File: src/fasc_pkg.sv
// ---------------------------------------------------------------------------
// fasc_pkg
// Types and constants shared by the span cache hit check files.
// ---------------------------------------------------------------------------
package fasc_pkg;

    localparam int ADDR_W     = 10;
    localparam int LINE_IDX_W = 6;
    localparam int CNT_W      = 32;
    localparam int BLOCK_SPAN = 8;

    typedef logic [ADDR_W-1:0]     t_addr;
    typedef logic [LINE_IDX_W-1:0] t_line_idx;
    typedef logic [CNT_W-1:0]      t_cnt;

    typedef struct packed {
        logic      hit;
        t_line_idx idx;
    } t_match;

endpackage

File: src/fasc_if.sv
// ---------------------------------------------------------------------------
// fasc_req_if / fasc_rsp_if
// Valid/ready channels for request addresses and lookup results.
// ---------------------------------------------------------------------------
interface fasc_req_if;
    import fasc_pkg::*;

    logic  valid;
    logic  ready;
    t_addr address;

    modport source (output valid, output address, input ready);
    modport sink   (input valid, input address, output ready);
endinterface

interface fasc_rsp_if;
    import fasc_pkg::*;

    logic      valid;
    logic      ready;
    logic      hit;
    t_line_idx line_index;
    t_cnt      hit_total;
    t_cnt      access_total;

    modport source (output valid, output hit, output line_index, output hit_total,
                    output access_total, input ready);
    modport sink   (input valid, input hit, input line_index, input hit_total,
                    input access_total, output ready);
endinterface

File: src/fasc_match.sv
// ---------------------------------------------------------------------------
// fasc_match
// Parallel span compare of one address against every line base, lowest
// covering line wins.
// ---------------------------------------------------------------------------
module fasc_match #(
    parameter int LINES = 10
) (
    input  fasc_pkg::t_addr  i_addr,
    input  fasc_pkg::t_addr  i_base [LINES],
    output fasc_pkg::t_match o_match
);
    import fasc_pkg::*;

    logic [LINES-1:0]  covered;
    logic [ADDR_W:0]   diff [LINES];

    always_comb begin
        for (int i = 0; i < LINES; i++) begin
            diff[i]    = {1'b0, i_addr} - {1'b0, i_base[i]};
            covered[i] = !diff[i][ADDR_W] && (diff[i] < (ADDR_W+1)'(BLOCK_SPAN));
        end
    end

    always_comb begin
        o_match.hit = |covered;
        o_match.idx = '0;
        for (int i = LINES - 1; i >= 0; i--) begin
            if (covered[i]) begin
                o_match.idx = LINE_IDX_W'(i);
            end
        end
    end

endmodule

File: src/fifo_assoc_span_cache_hit_check.sv
// ---------------------------------------------------------------------------
// fifo_assoc_span_cache_hit_check
// Fully associative span lookup with round-robin line replacement and
// saturating hit and access counts.
// Stages: input register, compare, result register. The result register
// loads an item once it is empty or the receiver is taking its content.
// Throughput: one item per cycle while o_rsp.ready stays high.
// Reset (sync, active low): all line bases, victim pointer and counters to
// zero, so the first BLOCK_SPAN addresses hit from reset.
// ---------------------------------------------------------------------------
module fifo_assoc_span_cache_hit_check #(
    parameter int LINES = 10
) (
    input  logic       i_clk,
    input  logic       i_rst_n,
    fasc_req_if.sink   i_req,
    fasc_rsp_if.source o_rsp
);
    import fasc_pkg::*;

    localparam int IDX_W = (LINES > 1) ? $clog2(LINES) : 1;

    logic             r_s1_vld;
    t_addr            r_s1_addr;
    t_addr            r_base [LINES];
    logic [IDX_W-1:0] r_victim;
    logic [IDX_W-1:0] n_victim;
    t_cnt             r_hit_cnt;
    t_cnt             n_hit_cnt;
    t_cnt             r_acc_cnt;
    t_cnt             n_acc_cnt;

    logic             r_out_vld;
    logic             r_out_hit;
    t_line_idx        r_out_idx;
    t_cnt             r_out_hit_tot;
    t_cnt             r_out_acc_tot;

    t_match           match;
    logic             out_free;
    logic             s1_adv;

    fasc_match #(.LINES(LINES)) u_match (
        .i_addr  (r_s1_addr),
        .i_base  (r_base),
        .o_match (match)
    );

    assign out_free    = !r_out_vld || o_rsp.ready;
    assign s1_adv      = r_s1_vld && out_free;
    assign i_req.ready = !r_s1_vld || out_free;

    always_comb begin
        n_victim  = (r_victim == IDX_W'(LINES - 1)) ? '0 : r_victim + 1'b1;
        n_hit_cnt = (match.hit && (r_hit_cnt != '1)) ? r_hit_cnt + 1'b1 : r_hit_cnt;
        n_acc_cnt = (r_acc_cnt != '1) ? r_acc_cnt + 1'b1 : r_acc_cnt;
    end

    always_ff @(posedge i_clk) begin
        if (!i_rst_n) begin
            r_s1_vld <= 1'b0;
        end else if (i_req.ready) begin
            r_s1_vld <= i_req.valid;
        end
        if (i_req.valid && i_req.ready) begin
            r_s1_addr <= i_req.address;
        end
    end

    always_ff @(posedge i_clk) begin
        if (!i_rst_n) begin
            for (int i = 0; i < LINES; i++) begin
                r_base[i] <= '0;
            end
            r_victim  <= '0;
            r_hit_cnt <= '0;
            r_acc_cnt <= '0;
        end else if (s1_adv) begin
            if (!match.hit) begin
                r_base[r_victim] <= r_s1_addr;
                r_victim         <= n_victim;
            end
            r_hit_cnt <= n_hit_cnt;
            r_acc_cnt <= n_acc_cnt;
        end
    end

    always_ff @(posedge i_clk) begin
        if (!i_rst_n) begin
            r_out_vld <= 1'b0;
        end else if (out_free) begin
            r_out_vld <= r_s1_vld;
        end
        if (s1_adv) begin
            r_out_hit     <= match.hit;
            r_out_idx     <= match.hit ? match.idx : LINE_IDX_W'(r_victim);
            r_out_hit_tot <= n_hit_cnt;
            r_out_acc_tot <= n_acc_cnt;
        end
    end

    assign o_rsp.valid        = r_out_vld;
    assign o_rsp.hit          = r_out_hit;
    assign o_rsp.line_index   = r_out_idx;
    assign o_rsp.hit_total    = r_out_hit_tot;
    assign o_rsp.access_total = r_out_acc_tot;

    a_victim_range: assert property (@(posedge i_clk) disable iff (!i_rst_n)
        r_victim <= IDX_W'(LINES - 1))
        else $error("victim pointer out of range");

    a_hits_le_acc: assert property (@(posedge i_clk) disable iff (!i_rst_n)
        r_out_vld |-> (r_out_hit_tot <= r_out_acc_tot))
        else $error("hit total exceeds access total");

    a_acc_count: assert property (@(posedge i_clk) disable iff (!i_rst_n)
        s1_adv && (r_acc_cnt != '1) |=> (r_acc_cnt == $past(r_acc_cnt) + 1'b1))
        else $error("access count did not advance");

    a_miss_moves_victim: assert property (@(posedge i_clk) disable iff (!i_rst_n)
        s1_adv && !match.hit |=> (r_victim != $past(r_victim)) || (LINES == 1))
        else $error("miss did not advance victim pointer");

endmodule

File: src/flat_wrapper.sv
// flat-port wrapper written by rule: the top's interface ports become plain ports
module fifo_assoc_span_cache_hit_check_flat import fasc_pkg::*;
#(
    parameter int LINES = 10
)
  (i_clk, i_rst_n, i_req_valid, i_req_address, i_req_ready, o_rsp_valid, o_rsp_hit, o_rsp_line_index, o_rsp_hit_total, o_rsp_access_total, o_rsp_ready);
  fasc_req_if i_req_i ();
  fasc_rsp_if o_rsp_i ();
  input  logic i_clk;
  input  logic i_rst_n;
  input wire logic [$bits(i_req_i.valid)-1:0] i_req_valid;
  input wire logic [$bits(i_req_i.address)-1:0] i_req_address;
  output wire logic [$bits(i_req_i.ready)-1:0] i_req_ready;
  output wire logic [$bits(o_rsp_i.valid)-1:0] o_rsp_valid;
  output wire logic [$bits(o_rsp_i.hit)-1:0] o_rsp_hit;
  output wire logic [$bits(o_rsp_i.line_index)-1:0] o_rsp_line_index;
  output wire logic [$bits(o_rsp_i.hit_total)-1:0] o_rsp_hit_total;
  output wire logic [$bits(o_rsp_i.access_total)-1:0] o_rsp_access_total;
  input wire logic [$bits(o_rsp_i.ready)-1:0] o_rsp_ready;
  assign i_req_i.valid = i_req_valid;
  assign i_req_i.address = i_req_address;
  assign i_req_ready = i_req_i.ready;
  assign o_rsp_valid = o_rsp_i.valid;
  assign o_rsp_hit = o_rsp_i.hit;
  assign o_rsp_line_index = o_rsp_i.line_index;
  assign o_rsp_hit_total = o_rsp_i.hit_total;
  assign o_rsp_access_total = o_rsp_i.access_total;
  assign o_rsp_i.ready = o_rsp_ready;
  fifo_assoc_span_cache_hit_check #(.LINES(LINES)) u_core (.i_clk(i_clk), .i_rst_n(i_rst_n), .i_req(i_req_i), .o_rsp(o_rsp_i));
endmodule
File: config.mk
export PLATFORM = sky130hd
export DESIGN_NAME = fifo_assoc_span_cache_hit_check_flat
export DESIGN_NICKNAME = d
export VERILOG_FILES = /design/src/fasc_pkg.sv /design/src/fasc_if.sv /design/src/fasc_match.sv /design/src/fifo_assoc_span_cache_hit_check.sv /design/src/flat_wrapper.sv
export SDC_FILE = /design/constraint.sdc
export NUM_CORES = 1
export LEC_CHECK = 0
export ABC_AREA = 1
export BUFFER_PORTS_ARGS = -buffer_cell sky130_fd_sc_hd__buf_2
export CORE_MARGIN = 2
export CORE_UTILIZATION = 30
export CTS_CLUSTER_DIAMETER = 60
export DETAILED_ROUTE_END_ITERATION = 7
export GPL_ROUTABILITY_DRIVEN = 1
export MAX_ROUTING_LAYER = met4
export REMOVE_ABC_BUFFERS = 1
export SLEW_MARGIN = 15
export SYNTH_ARGS = -nofsm -noshare
export SYNTH_HDL_FRONTEND = slang
export SYNTH_SLANG_ARGS = --single-unit
File: constraint.sdc
create_clock -name i_clk -period 3.4 [get_ports i_clk]
set_input_delay 0.34 -clock i_clk [delete_from_list [all_inputs] [get_ports i_clk]]
set_output_delay 0.34 -clock i_clk [all_outputs]
set_load 0.02 [all_outputs]
==> flow_summary.json, run 1 <==
{
  "min_from": "i_req_valid",
  "synthMuxAreaShare_pct": 0,
  "setup_viol": 0,
  "dieArea_mm2": 0.0575,
  "slowest_stage": "edfxtp_1",
  "coreArea_mm2": 0.0550,
  "crit_arrival_ns": 3.66,
  "nets": 2741,
  "clock-skew-final_ns": 0.0190,
  "max-cap-violations": 0,
  "grt_pass1_wl_mm": 74.8,
  "switching_share_pct": 30.1,
  "ir_drop_uv": 431,
  "p_sw_uw": 2380,
  "reg2reg_depth": 17,
  "place_area_mm2": 0.0180,
  "drt-total-wl_mm": 46.5,
  "worstSetupPathType": "reg -> reg",
  "die_w_um": 240,
  "syn_inst": 2539,
  "clock_path_buffers": 3,
  "cts_buffers": 30,
  "synth-seq-area-share_pct": 34.7,
  "synth_top_family_by_area": "simple AND/OR/NAND/NOR gates",
  "ys_top_cells_by_count": "nand2_1 (671), nor2_1 (399), inv_1 (367), nand3_1 (277), dfxtp_1 (170)",
  "grt_antenna_before_repair": 0,
  "firstDrtPassIters": 5,
  "via_per_inst": 4.64,
  "grt_use_total_pct": 16.4,
  "drcViolationCount": 0,
  "path_clk_slew_ns": 0.06,
  "grt_pass1_vias": 14700,
  "area_growth_pct": 15.5,
  "ios": 87,
  "drtIter0Drc": 1009,
  "yosysTopAreaCellShare_pct": 20.4,
  "synth-compound-area-share_pct": 6.52,
  "cts.sinks": 249,
  "reg2reg_from": "u_core.r_s1_addr[6]",
  "dieHeight_um": 240,
  "syn-cell-area_mm2": 0.0167,
  "synth_seq_cells": 249,
  "crit_path_cell_trace": "buf_4 -> ha_1 -> a21o_1 -> a21boi_0 -> nand4_1 -> nand3_1 -> nor2_1 -> nand2_2 -> nand2_1 -> nor2_8 -> nand3_4 -> nor2_4 -> buf_12 -> clkbuf_16 -> nand3_1 -> nand2_1 -> nor2_1",
  "timing.rr.end": "u_core.r_base[68]",
  "p_leak_uw": 0.00864,
  "grt_max_degree": 122,
  "wl_per_cell_um": 13.7,
  "crit_family": "simple AND/OR/NAND/NOR gates",
  "tightestPinTransition_ns": 0.827,
  "ys.flop_type": "dfxtp_1",
  "p_per_area_mw_per_mm2": 412,
  "antenna_cells": 0,
  "synth_area_leader_cell": "dfxtp_1",
  "synth_most_common_cell": "nand2_1",
  "critPathMaxStageDelay_ns": 0.41,
  "synthArstFlopShare_pct": 0,
  "hold_viol": 0,
  "avgSynthCellArea_um2": 6.56,
  "reg2reg_slack_ns": 0.20,
  "required_ns": 3.86,
  "yosys-top-cells-area": "dfxtp_1 (20%), nand2_1 (15%), edfxtp_1 (14%)",
  "synth.distinct_cells": 42,
  "period_share_pct": 94.2,
  "min_path_cells": 3,
  "num_rows": 86,
  "final_area_mm2": 0.0192,
  "critPathBufInv": 3,
  "synth_fa_ha_area_share_pct": 6.91,
  "synth_xor_area_share_pct": 3.63,
  "hold_path_class": "in -> reg",
  "layout_min_cycle_time_ns": 3.20,
  "fmax_mhz": 312,
  "maxSlewHeadroom_pct": 44.9,
  "p_clk_share_pct": 39.7,
  "setup.worst_path.start_class": "flop",
  "critPathMaxFanout": 31,
  "gp_congestion": 0.892,
  "cts_tree": "yes",
  "drive_gt1_share_pct": 7.90,
  "grt-ovfl-total": 0,
  "cts_max_level": 1,
  "finalMaxSlewViolations": 0,
  "port_buffers": 84,
  "synth_edf_count": 79,
  "yosys.area_share.simple_pct": 37.7,
  "root_buffer": "clkbuf_16",
  "min_to": "u_core.r_s1_vld",
  "clk_latency_ns": 0.57,
  "postRouteAntennaNets": 0,
  "share_comb_of_total_power_pct": 18.5,
  "vias": 15800,
  "fin_setup_tns_ns": 0,
  "yosysWarnings": 0,
  "crit_path_end_kind": "flop",
  "p_int_uw": 5550,
  "status": "complete, no violations",
  "dp_hpwl_mm": 32.7,
  "start_util_pct": 30.3,
  "p_seq_share_pct": 41.8
}
[worst reg2reg max path: stages (launching register included)]
cell       delay [ns]
edfxtp_1         0.41
buf_4            0.22
ha_1             0.36
a21o_1           0.21
a21boi_0         0.23
nand4_1          0.13
nand3_1          0.10
nor2_1           0.05
nand2_2          0.13
nand2_1          0.15
nor2_8           0.16
nand3_4          0.15
nor2_4           0.20
buf_12           0.15
clkbuf_16        0.21
nand3_1          0.10
nand2_1          0.09
nor2_1           0.04
[layout by cell type, fill, tap and decap left out, types with 52 or more instances in the layout]
cell      instances
inv_1           366
ha_1             92
dfxtp_1         170
edfxtp_1         79
a21oi_1         104
buf_2            83
nand2_1         669
nor2_1          399
xor2_1           52
o21ai_0          58
nand3_1         276
[repair_timing]
item,in CTS,in global routing
hold buffers,10,0
endpoints found under the hold margin,10,0
setup endpoints to repair,0,133
gates resized for setup,0,13
buffers inserted,0,1
[power groups by stage]
stage	clock network (uW)	logic (uW)	registers, uW
4_1_cts	3230	1430	3310
2_1_floorplan	0	932	3430
6_report	3150	1470	3310
3_3_place_gp	0	1420	3380
3_5_place_dp	0	1420	3370
5_1_grt	3340	1670	3330
[kinds of logic (layout without fill, tap and decap cells)]
logic type,Yosys count,after routing
other,1,2
AOI/OAI and AO/OA,203,203
DFF,249,249
buffers and inverters,447,566
and+or+nand+nor,1478,1478
xor gates and xnor gates,69,69
adders and majority gates,92,92
[routing by layer]
metal  wire length (um)  up-vias  track usage [%]
li1                   -     8287                -
met1              22200     7108             21.9
met2              20700      351             26.0
met3               2870       60             2.64
met4                780        0             3.48
met5                  0        -                -
[cell type report]
type                    count  area, um^2
fillers                  6038       35700
multi-input cells        1844        9170
flip-flops and latches    249        5780
inverters                 379        1430
repair buffers            131         973
well taps                 748         936
clock buffers              39         805
clock inverters            17         158
[registers in the layout (all words and copies together), names as in the netlist]
name and count:
u_core.r_victim 4, u_core.o_rsp.line_index 4, u_core.o_rsp.hit 1, u_core.r_s1_vld 1, u_core.o_rsp.valid 1, u_core.r_acc_cnt 32, u_core.o_rsp.hit_total 32, u_core.r_hit_cnt 32
u_core.r_s1_addr 10, u_core.r_base 100, u_core.o_rsp.access_total 32
[worst max path at each step]
stage,from,end,slack [ns],cells past startpoint
6_report,u_core.r_s1_addr[6],u_core.r_base[68],0.20,17
5_1_grt,u_core.r_s1_addr[5],u_core.r_base[69],-0.007,20
4_1_cts,u_core.r_s1_addr[4],u_core.r_base[73],0.19,16
3_5_place_dp,u_core.r_s1_addr[4],u_core.r_base[67],0.21,17
3_3_place_gp,u_core.r_s1_addr[4],u_core.r_base[53],0.22,17
2_1_floorplan,u_core.o_rsp.valid,u_core.r_base[60],-1.79,7
[per-stage QoR]
step / hold slack (ns) / power, uW / util [%] / setup WS [ns] / cells
floorplan: 0.439 / 4360 / - / -1.79 / 2472
global route: 0.0597 / 8340 / 35.0 / -0.00676 / 3407
detailed placement: 0.470 / 4790 / 32.8 / 0.208 / 3337
CTS: 0.0328 / 7970 / 34.7 / 0.192 / 3403
finish: 0.0541 / 7930 / 35.0 / 0.199 / 3407
global placement: 0.462 / 4790 / 32.8 / 0.225 / 3337
Power figures use the tool's default switching activity.
==> run 2, diff against run 1 <==
CORE_ASPECT_RATIO = 1.5   (was unset)
==> run 2 against run 1 <==
Net effect: register-to-register slack got worse by 0.06 ns; worst hold slack improved by 0.022 ns; design area fell by 0.61%; global-route usage rose by 0.90 points; worst setup slack got worse by 0.059 ns; combinational power barely moved; clock skew fell by 0.0086 ns; non-clock buffer count rose by 6; highest routed layer unchanged.
==> flow_summary.json, run 2 (synthesis gave the netlist of run 1 again) <==
{
  "status": "complete, no violations",
  "grt_pass1_wl_mm": 78.7,
  "grt_use_total_pct": 17.3,
  "via_per_inst": 4.74,
  "worstSetupPathType": "reg -> reg",
  "drcViolationCount": 0,
  "place_inst": 3286,
  "required_ns": 3.85,
  "worstSetupStartpoint": "u_core.r_s1_addr[3]",
  "cts_tree": "yes",
  "vias": 15900,
  "port_buffers": 84,
  "drt-total-wl_mm": 49.1,
  "holdWs_ns": 0.0758,
  "grt-ovfl-total": 0,
  "firstDrtPassIters": 5,
  "stdcell_count": 3352,
  "ir_drop_uv": 416,
  "cts_max_level": 1,
  "critPathMaxFanout": 18,
  "area_growth_pct": 14.8,
  "crit_path_end_kind": "flop",
  "wl_per_cell_um": 14.7,
  "nets": 2743,
  "hold_viol": 0,
  "period_share_pct": 95.9,
  "crit_arrival_ns": 3.71,
  "clock_path_buffers": 3,
  "root_buffer": "clkbuf_16",
  "layout_min_cycle_time_ns": 3.26,
  "cts.sinks": 249,
  "fin_setup_tns_ns": 0,
  "p_per_area_mw_per_mm2": 404,
  "postRouteAntennaNets": 0,
  "drtIter0Drc": 883,
  "dp_hpwl_mm": 35.3,
  "dieHeight_um": 293,
  "min_from": "i_req_valid",
  "clock-skew-final_ns": 0.0104,
  "timing.final.ws_setup_ns": 0.140,
  "multi_input_area_mm2": 0.00916,
  "p_total_uw": 7730,
  "gp_congestion": 0.905,
  "mostFrequentLayoutCells": "nand2_1 (669), nor2_1 (399), inv_1 (366), nand3_1 (275), dfxtp_1 (170)",
  "final_common_cell": "nand2_1",
  "fillers": 5910,
  "ios": 87,
  "tightestPinTransition_ns": 0.847,
  "cts_buffers": 26,
  "grt_max_degree": 122,
  "path_clk_slew_ns": 0.06,
  "drive_gt1_share_pct": 7.87,
  "grt_pass1_vias": 15700,
  "setup_viol": 0,
  "dp_slack_ns": 0.0606,
  "antenna_cells": 0,
  "largest_reg_flops": 100,
  "regArea_mm2": 0.00578,
  "p_leak_uw": 0.00861,
  "setup.worst_path.start_class": "flop",
  "num_rows": 105,
  "clk_latency_ns": 0.56,
  "max-cap-violations": 0,
  "largest_register": "u_core.r_base",
  "fmax_mhz": 307,
  "die_w_um": 196,
  "maxSlewHeadroom_pct": 43.3,
  "reg2reg_from": "u_core.r_s1_addr[3]",
  "grt_antenna_before_repair": 0,
  "dieArea_mm2": 0.0575,
  "hold_path_class": "in -> reg",
  "start_util_pct": 30.4,
  "coreArea_mm2": 0.0548,
  "finalMaxSlewViolations": 0
}
-- run 2: cell count changes in the layout (fill, tap and decap cells not counted), moves of 2 or more --
cell	delta
clkinv_1	-4
buf_6	+2
buf_4	+2
clkbuf_8	-2
clkbuf_16	-3
clkbuf_1	+3
inv_8	-2
-- run 2: metrics by stage --
step | cell area [um^2] | util [%]
6_report | 19100 | 34.9
5_1_grt | 19100 | 34.9
4_1_cts | 18900 | 34.6
3_5_place_dp | 18000 | 32.8
3_3_place_gp | 18000 | 32.8
2_1_floorplan | 16300 | -
-- run 2: worst paths after layout --
| kind | endpoint | cells past startpoint | slack (ns) |
|---|---|---|---|
| setup / recovery | u_core.r_base[13] | 19 | 0.14 |
| hold / removal | u_core.r_s1_vld | 3 | 0.08 |
| setup reg to reg | u_core.r_base[13] | 19 | 0.14 |
| hold reg to reg | u_core.r_base[54] | 2 | 0.48 |
-- run 2: cell type report --
class / instances / share of cell area, %
Multi-Input combinational cell: 1844 / 47.9
Sequential cell: 249 / 30.2
Inverter: 379 / 7.45
Timing Repair Buffer: 137 / 5.47
Tap cell: 695 / 4.55
Clock buffer: 37 / 3.73
Clock inverter: 11 / 0.713
-- run 2: timing repair --
| action | in CTS | in global routing |
|---|---|---|
| setup endpoints to repair | 0 | 164 |
| buffers inserted | 0 | 4 |
| endpoints found under the hold margin | 10 | 0 |
| hold buffers | 10 | 0 |
| gates resized for setup | 0 | 13 |
-- run 2: per-layer routing --
metal | vias up | GRT usage [%] | wire, um
li1 | 8274 | - | -
met1 | 7187 | 18.1 | 19700
met2 | 311 | 32.7 | 25700
met3 | 102 | 1.82 | 1820
met4 | 0 | 7.06 | 1970
met5 | - | - | 0
-- run 2: where the power goes --
part	total (uW)	leakage [uW]	switching (uW)	internal (uW)
Combinational	1480	0.00606	975	507
Clock	2930	0.000407	1240	1690
Sequential	3320	0.00214	103	3220
-- run 2: critical path, stage by stage, from the launching register on --
cell and delay (ns):
edfxtp_1 0.52, buf_4 0.23, ha_1 0.38, nand2_1 0.14, o21ai_0 0.18, nand2_1 0.10
nand3_1 0.07, nand2_1 0.06, nand2_1 0.05, nor2_1 0.04, nand3_1 0.19, nand2_2 0.11
nor2_4 0.18, nand3_4 0.14, nor2_4 0.16, buf_12 0.16, buf_6 0.21, nand3_1 0.09
nand2_1 0.10, nor2_1 0.04
